<file path="config.mk">
export PLATFORM = sky130hd
export DESIGN_NAME = slip_frame_decoder
export DESIGN_NICKNAME = d
export VERILOG_FILES = /design/src/rtl/sfd_pkg.sv /design/src/rtl/slip_frame_decoder.sv /design/src/rtl/sfd_in_stage.sv /design/src/rtl/sfd_core.sv /design/src/rtl/sfd_out_stage.sv
export SDC_FILE = /design/constraint.sdc
export NUM_CORES = 1
export LEC_CHECK = 0
export ABC_CLOCK_PERIOD_IN_PS = 5690
export BUFFER_PORTS_ARGS = -buffer_cell sky130_fd_sc_hd__buf_2
export CORE_MARGIN = 2
export CORE_UTILIZATION = 53
export CTS_BUF_LIST = sky130_fd_sc_hd__clkbuf_8 sky130_fd_sc_hd__clkbuf_16
export DETAILED_ROUTE_END_ITERATION = 10
export PLACE_DENSITY = 0.74
export SLEW_MARGIN = 40
export SYNTH_ARGS = -nofsm -noshare
export SYNTH_HDL_FRONTEND = slang
export SYNTH_SLANG_ARGS = --single-unit
</file>
<file path="constraint.sdc">
create_clock -name clk -period 5.69 [get_ports clk]
set_input_delay 0.2845 -clock clk [delete_from_list [all_inputs] [get_ports clk]]
set_output_delay 0.2845 -clock clk [all_outputs]
set_load 0.03 [all_outputs]
</file>
<file path="src/rtl/sfd_pkg.sv">
// ----------------------------------------------------------------------------
// sfd_pkg
// Shared types and constants for the SLIP frame decoder: byte codes,
// register indexes, result kinds, frame status codes and the result record.
// ----------------------------------------------------------------------------
package sfd_pkg;

	// SLIP byte codes
	localparam logic [7:0] SLIP_END     = 8'hC0;
	localparam logic [7:0] SLIP_ESC     = 8'hDB;
	localparam logic [7:0] SLIP_ESC_END = 8'hDC;
	localparam logic [7:0] SLIP_ESC_ESC = 8'hDD;

	// configuration register indexes
	localparam int unsigned CFG_IDX_W = 1;
	localparam logic [CFG_IDX_W-1:0] REG_MIN_LEN = 1'b0;
	localparam logic [CFG_IDX_W-1:0] REG_MAX_LEN = 1'b1;

	// register reset values
	localparam logic [15:0] MIN_LEN_RST = 16'd20;
	localparam logic [15:0] MAX_LEN_RST = 16'd1006;

	// result kinds
	localparam logic KIND_DATA = 1'b0;
	localparam logic KIND_END  = 1'b1;

	// frame status codes
	localparam logic [1:0] ST_DELIVERED = 2'd0;
	localparam logic [1:0] ST_SHORT     = 2'd1;
	localparam logic [1:0] ST_OVERRUN   = 2'd2;

	// one result beat
	typedef struct packed {
		logic        kind;
		logic [7:0]  data_byte;
		logic [1:0]  frame_status;
		logic [15:0] frame_length;
		logic [31:0] good_frames;
		logic [31:0] bad_frames;
	} sfd_result_t;

endpackage

</file>
<file path="src/rtl/slip_frame_decoder.sv">
// ----------------------------------------------------------------------------
// slip_frame_decoder
// SLIP receive deframer: streams de-escaped payload bytes and one frame-end
// beat per END byte with status, length and packet counters.
// ----------------------------------------------------------------------------
// Usage:
//   Input channel (in_valid/in_ready, rx_byte) takes one raw line byte per
//   beat. Output channel (out_valid/out_ready) gives zero or one beat per
//   byte: kind 0 is a decoded data byte, kind 1 a frame end carrying
//   frame_status, frame_length, good_frames and bad_frames. Downstream drops
//   the streamed bytes of any frame whose end is not marked delivered.
//   ESC bytes and bytes past max_packet_len give no beat.
//   Configuration (cfg_valid/cfg_ready, cfg_index, cfg_data) is always ready;
//   index 0 is min_packet_len, index 1 is max_packet_len. Write while idle.
//   Pipeline: a result beat passes the input register, then the output
//   register, before the receiver can take it. Throughput: one byte per
//   cycle while the receiver keeps up, set by the state update in the
//   decode stage.
//   Reset clears frame state and counters and loads 20 / 1006 into the
//   length registers. When the receiver stalls, the output register holds
//   its beat, one more byte waits in the input register, then in_ready drops.
// ----------------------------------------------------------------------------
module slip_frame_decoder (
	input  logic                          clk,
	input  logic                          arst_n,
	input  logic                          in_valid,
	output logic                          in_ready,
	input  logic [7:0]                    rx_byte,
	output logic                          out_valid,
	input  logic                          out_ready,
	output logic                          kind,
	output logic [7:0]                    data_byte,
	output logic [1:0]                    frame_status,
	output logic [15:0]                   frame_length,
	output logic [31:0]                   good_frames,
	output logic [31:0]                   bad_frames,
	input  logic                          cfg_valid,
	output logic                          cfg_ready,
	input  logic [sfd_pkg::CFG_IDX_W-1:0] cfg_index,
	input  logic [15:0]                   cfg_data
);
	import sfd_pkg::*;

	logic        valid_s1;
	logic [7:0]  byte_s1;
	logic        adv;
	logic        res_valid;
	logic        can_load;
	sfd_result_t res;
	sfd_result_t out_q;

	sfd_in_stage u_in (
		.clk      (clk),
		.arst_n   (arst_n),
		.in_valid (in_valid),
		.in_ready (in_ready),
		.rx_byte  (rx_byte),
		.adv      (adv),
		.valid_s1 (valid_s1),
		.byte_s1  (byte_s1)
	);

	sfd_core u_core (
		.clk       (clk),
		.arst_n    (arst_n),
		.cfg_valid (cfg_valid),
		.cfg_ready (cfg_ready),
		.cfg_index (cfg_index),
		.cfg_data  (cfg_data),
		.valid_s1  (valid_s1),
		.byte_s1   (byte_s1),
		.can_load  (can_load),
		.adv       (adv),
		.res_valid (res_valid),
		.res       (res)
	);

	sfd_out_stage u_out (
		.clk       (clk),
		.arst_n    (arst_n),
		.load      (adv && res_valid),
		.res       (res),
		.can_load  (can_load),
		.out_valid (out_valid),
		.out_ready (out_ready),
		.out_q     (out_q)
	);

	assign kind         = out_q.kind;
	assign data_byte    = out_q.data_byte;
	assign frame_status = out_q.frame_status;
	assign frame_length = out_q.frame_length;
	assign good_frames  = out_q.good_frames;
	assign bad_frames   = out_q.bad_frames;

endmodule

</file>
<file path="src/rtl/sfd_in_stage.sv">
// ----------------------------------------------------------------------------
// sfd_in_stage
// Input register: holds one received byte until the decode stage takes it.
// ----------------------------------------------------------------------------
module sfd_in_stage (
	input  logic       clk,
	input  logic       arst_n,
	input  logic       in_valid,
	output logic       in_ready,
	input  logic [7:0] rx_byte,
	input  logic       adv,
	output logic       valid_s1,
	output logic [7:0] byte_s1
);

	// free when empty or when the held byte moves on this cycle
	assign in_ready = !valid_s1 || adv;

	// valid flag
	always_ff @(posedge clk or negedge arst_n) begin
		if (!arst_n) begin
			valid_s1 <= 1'b0;
		end else if (in_valid && in_ready) begin
			valid_s1 <= 1'b1;
		end else if (adv) begin
			valid_s1 <= 1'b0;
		end
	end

	// payload
	always_ff @(posedge clk) begin
		if (in_valid && in_ready) begin
			byte_s1 <= rx_byte;
		end
	end

`ifndef SYNTHESIS
	// a held byte that does not move stays put
	a_hold: assert property (@(posedge clk) disable iff (!arst_n)
		valid_s1 && !adv |=> valid_s1 && $stable(byte_s1))
		else $error("sfd_in_stage: held byte lost or changed");
`endif

endmodule

</file>
<file path="src/rtl/sfd_core.sv">
// ----------------------------------------------------------------------------
// sfd_core
// Decode stage: configuration registers, frame state and counters, and the
// one-pass SLIP decode of the byte in the input register.
// ----------------------------------------------------------------------------
module sfd_core (
	input  logic                           clk,
	input  logic                           arst_n,
	input  logic                           cfg_valid,
	output logic                           cfg_ready,
	input  logic [sfd_pkg::CFG_IDX_W-1:0]  cfg_index,
	input  logic [15:0]                    cfg_data,
	input  logic                           valid_s1,
	input  logic [7:0]                     byte_s1,
	input  logic                           can_load,
	output logic                           adv,
	output logic                           res_valid,
	output sfd_pkg::sfd_result_t           res
);
	import sfd_pkg::*;

	logic [15:0] min_len_q;
	logic [15:0] max_len_q;
	logic        esc_q;
	logic        ovr_q;
	logic [15:0] len_q;
	logic [31:0] good_q;
	logic [31:0] err_q;

	logic        esc_d;
	logic        ovr_d;
	logic [15:0] len_d;
	logic [31:0] good_d;
	logic [31:0] err_d;
	logic        is_end;

	assign cfg_ready = 1'b1;

	// config registers
	always_ff @(posedge clk or negedge arst_n) begin
		if (!arst_n) begin
			min_len_q <= MIN_LEN_RST;
			max_len_q <= MAX_LEN_RST;
		end else if (cfg_valid && cfg_ready) begin
			case (cfg_index)
				REG_MIN_LEN: min_len_q <= cfg_data;
				REG_MAX_LEN: max_len_q <= cfg_data;
				default:     ;
			endcase
		end
	end

	assign is_end = (byte_s1 == SLIP_END);

	// decode
	always_comb begin
		esc_d     = esc_q;
		ovr_d     = ovr_q;
		len_d     = len_q;
		good_d    = good_q;
		err_d     = err_q;
		res_valid = 1'b0;
		res       = '0;
		if (valid_s1) begin
			if (is_end) begin
				res_valid        = 1'b1;
				res.kind         = KIND_END;
				res.frame_length = len_q;
				if (len_q < min_len_q) begin
					res.frame_status = ST_SHORT;
				end else if (ovr_q) begin
					res.frame_status = ST_OVERRUN;
					err_d            = err_q + 32'd1;
				end else begin
					res.frame_status = ST_DELIVERED;
					good_d           = good_q + 32'd1;
				end
				res.good_frames = good_d;
				res.bad_frames  = err_d;
				len_d           = '0;
				ovr_d           = 1'b0;
				esc_d           = 1'b0;
			end else if (len_q >= max_len_q) begin
				// limit reached: drop and flag
				ovr_d = 1'b1;
			end else if (byte_s1 == SLIP_ESC) begin
				esc_d = 1'b1;
			end else begin
				res_valid = 1'b1;
				res.kind  = KIND_DATA;
				esc_d     = 1'b0;
				len_d     = len_q + 16'd1;
				if (esc_q && byte_s1 == SLIP_ESC_END) begin
					res.data_byte = SLIP_END;
				end else if (esc_q && byte_s1 == SLIP_ESC_ESC) begin
					res.data_byte = SLIP_ESC;
				end else begin
					res.data_byte = byte_s1;
				end
			end
		end
	end

	// a byte with no result never waits on the output register
	assign adv = valid_s1 && (!res_valid || can_load);

	// frame state and counters
	always_ff @(posedge clk or negedge arst_n) begin
		if (!arst_n) begin
			esc_q  <= 1'b0;
			ovr_q  <= 1'b0;
			len_q  <= '0;
			good_q <= '0;
			err_q  <= '0;
		end else if (adv) begin
			esc_q  <= esc_d;
			ovr_q  <= ovr_d;
			len_q  <= len_d;
			good_q <= good_d;
			err_q  <= err_d;
		end
	end

`ifndef SYNTHESIS
	// frame end clears the frame state
	a_end_clear: assert property (@(posedge clk) disable iff (!arst_n)
		adv && is_end |=> len_q == '0 && !ovr_q && !esc_q)
		else $error("sfd_core: frame state not cleared at frame end");

	// counters move only on a frame end
	a_cnt_stable: assert property (@(posedge clk) disable iff (!arst_n)
		!(adv && is_end) |=> $stable(good_q) && $stable(err_q))
		else $error("sfd_core: counter changed outside a frame end");
`endif

endmodule

</file>
<file path="src/rtl/sfd_out_stage.sv">
// ----------------------------------------------------------------------------
// sfd_out_stage
// Output register: holds one result beat until the receiver takes it.
// ----------------------------------------------------------------------------
module sfd_out_stage (
	input  logic                 clk,
	input  logic                 arst_n,
	input  logic                 load,
	input  sfd_pkg::sfd_result_t res,
	output logic                 can_load,
	output logic                 out_valid,
	input  logic                 out_ready,
	output sfd_pkg::sfd_result_t out_q
);
	import sfd_pkg::*;

	assign can_load = !out_valid || out_ready;

	// valid flag
	always_ff @(posedge clk or negedge arst_n) begin
		if (!arst_n) begin
			out_valid <= 1'b0;
		end else if (load) begin
			out_valid <= 1'b1;
		end else if (out_ready) begin
			out_valid <= 1'b0;
		end
	end

	// payload
	always_ff @(posedge clk) begin
		if (load) begin
			out_q <= res;
		end
	end

`ifndef SYNTHESIS
	// never overwrite a beat the receiver has not taken
	a_no_overwrite: assert property (@(posedge clk) disable iff (!arst_n)
		load |-> !out_valid || out_ready)
		else $error("sfd_out_stage: pending beat overwritten");
`endif

endmodule

</file>
==> run summary <==
Num Clock Sinks: 215
overall die height: 144 um
Post-CTS Resized: 0
Crit Path Max Fanout: 64
Ant. Diodes: 0
Worst setup EP type: register
Slew headroom: 48.2%
Startpoint Class: register
DRT iter0 DRCs: 580
Routed Wire Length: 21700 um
fmax: 267 MHz
final RePlAce weighted congestion: 0.872
GRT Overall Usage: 21.2%
# H-tree levels: 1
Via density: 5.47
Slew @ Worst Pin: 0.777 ns
Yosys warnings: 0
Seq cells post-synth: 215
TritonCTS Buffers: 23
remaining antenna violation count after routing: 0
DR DRC count: 0
CP required: 5.85 ns
Final Hold Fails: 0
fin crit period: 3.75 ns
share of layout cells above drive strength 1: 19.7%
CTS Root Cell: clkbuf_16
Worst Skew: 0.00875 ns
crit path kind: register to register
power density over the cells: 313 mW/mm^2
Final nets: 1147
average size of a mapped cell: 11.0 sq um
Die X: 144 um
setup TNS: 0 ns
Final period util: 65.9%
CP arrival: 3.90 ns
leakage: 5.10 nW
Post-synth EDFFs: 99
post-synthesis sequential area ratio: 56.5%
HP Class: input pin to register
area delta synth->final: 17.2%
grt total ovfl: 0
Filler cells: 1615
Most used DFF post-synth: dfrtp_1
largest net degree at the start of global routing: 71
synth unique cells: 61
max-cap violations: 0
Clk pin slew, worst setup/hold paths: 0.06 ns
most common cell in the netlist: dfrtp_1
global-route wire length before repair: 35200 um
Syn Inst Count: 952
initial antenna violation count: 0
DP HPWL: 14500 um
fin. max-slew vios: 0
syn_nets: 1016
Final Power: 0.00382 W
status: complete, no violations
vias in the first global route: 7122
CTS tree: done
die area: 0.0208 sq mm
core area: 0.0194 sq mm
setup violators final: 0
I/O pins: 124
worst skew pair latency: 0.50 ns
Row Count: 51
clk buf depth: 3
routed length per placed instance: 15.9 um
area leader, netlist: edfxtp_1
Area contributors post-synth: edfxtp_1 29%, dfrtp_1 25%, xor2_1 5.0%
effective utilization at floorplan: 53.7%
Synth Cell Area: 0.0104 sq mm
Synth async-reset ratio: 54.0%
via count: 7456
Commonest cells post-synth: 106 x dfrtp_1, 99 x edfxtp_1, 96 x nand2_1, 92 x nor2_1, 60 x xor2_1
top-area cell type share of the netlist area: 28.5%
RSZ-0062 raised after global routing: no
Max VDD drop: 250 uV
first-pass iteration count of the detailed router: 5
port bufs: 122
[layer usage]
metal	track usage, %	wire (um)
met1	28.8	9480
met2	35.5	10600
met3	2.85	996
met4	7.10	580
met5	0	0
[layout make-up]
| class | instances | area [sq um] | share of cell area, % |
|---|---|---|---|
| flip-flops and latches | 215 | 5890 | 48.2 |
| multi-input cells | 662 | 4260 | 34.9 |
| repair buffers | 141 | 787 | 6.44 |
| clock buffers | 24 | 589 | 4.82 |
| well taps | 265 | 332 | 2.71 |
| clock inverters | 17 | 210 | 1.72 |
| inverters | 40 | 151 | 1.24 |
[what timing repair did]
item | CTS | global route
endpoints found under the hold margin | 54 | 0
hold buffers | 11 | 0
buffers inserted | 0 | 0
[metrics by stage]
step	area (sq um)	std cells	hold WS (ns)	setup slack (ns)	utilization, %
finish	12200	1364	0.0128	1.94	63.0
global route	12200	1364	0.0128	1.64	63.0
CTS	12200	1364	0.000293	1.92	63.0
detailed placement	11300	1312	0.380	1.94	58.3
global placement	11300	1312	0.372	1.98	58.3
floorplan	10400	952	-0.0111	1.34	-
[cells in the final DEF, fill, tap and decap left out, drive strengths merged, types with 12 or more instances in the layout]
cell / instances
a21oi: 30
and2: 12
and3: 31
buf: 130
clkbuf: 24
dfrtp: 106
edfxtp: 99
ha: 34
inv: 42
mux2: 19
nand2: 96
nand3: 40
nand4: 21
nor2: 93
nor3: 20
o21ai: 56
or3: 28
xnor2: 51
xor2: 60
[report_power, final]
group / internal, W / switching (W)
Sequential: 0.00175 / 0.0000665
Combinational: 0.000145 / 0.000292
Clock: 0.000974 / 0.000596
Total: 0.00287 / 0.000954
[registers in the layout (all words and copies together) (netlist names)]
signal            flops
u_core.ovr_q          1
u_core.good_q        32
u_core.esc_q          1
u_core.len_q         16
u_in.valid_s1         1
u_out.out_valid       1
u_in.byte_s1          8
u_out.out_q          91
u_core.err_q         32
u_core.max_len_q     16
u_core.min_len_q     16
[final timing paths]
path | end | start | slack (ns) | cells after the start
min reg2reg | u_core.err_q[19]$_DFFE_PN0P_ | u_core.err_q[19]$_DFFE_PN0P_ | 0.48 | 1
max in group asynchronous | u_core.good_q[1]$_DFFE_PN0P_ | arst_n | 4.27 | 3
max | u_out.out_q[28]$_SDFFCE_PN0P_ | u_core.max_len_q[2]$_DFFE_PN1P_ | 1.94 | 9
max reg2reg | u_out.out_q[28]$_SDFFCE_PN0P_ | u_core.max_len_q[2]$_DFFE_PN1P_ | 1.94 | 9
min in group asynchronous | u_core.err_q[18]$_DFFE_PN0P_ | arst_n | 0.38 | 2
min | u_core.min_len_q[5]$_DFFE_PN0P_ | cfg_data[5] | 0.01 | 3
[worst max-delay path, stage by stage, from the launching register on]
cell	delay [ns]
dfstp_2	0.53
inv_1	0.04
ha_1	0.26
o21a_1	0.10
o21ai_0	0.06
o21ai_0	0.33
a31oi_4	0.21
o21ai_2	0.66
clkinv_2	0.64
buf_4	0.56
[logic make-up after synthesis]
group / count (synthesis) / share of synthesized area, %
DFF: 215 / 56.5
adders and majority gates: 34 / 4.08
buffers and inverters: 75 / 2.83
xor gates and xnor gates: 111 / 9.33
muxes: 19 / 2.05
and+or+nand+nor: 380 / 18.4
AOI/OAI and AO/OA: 117 / 6.84
other: 1 / 0.0360
(Power assumes the default switching activity.)
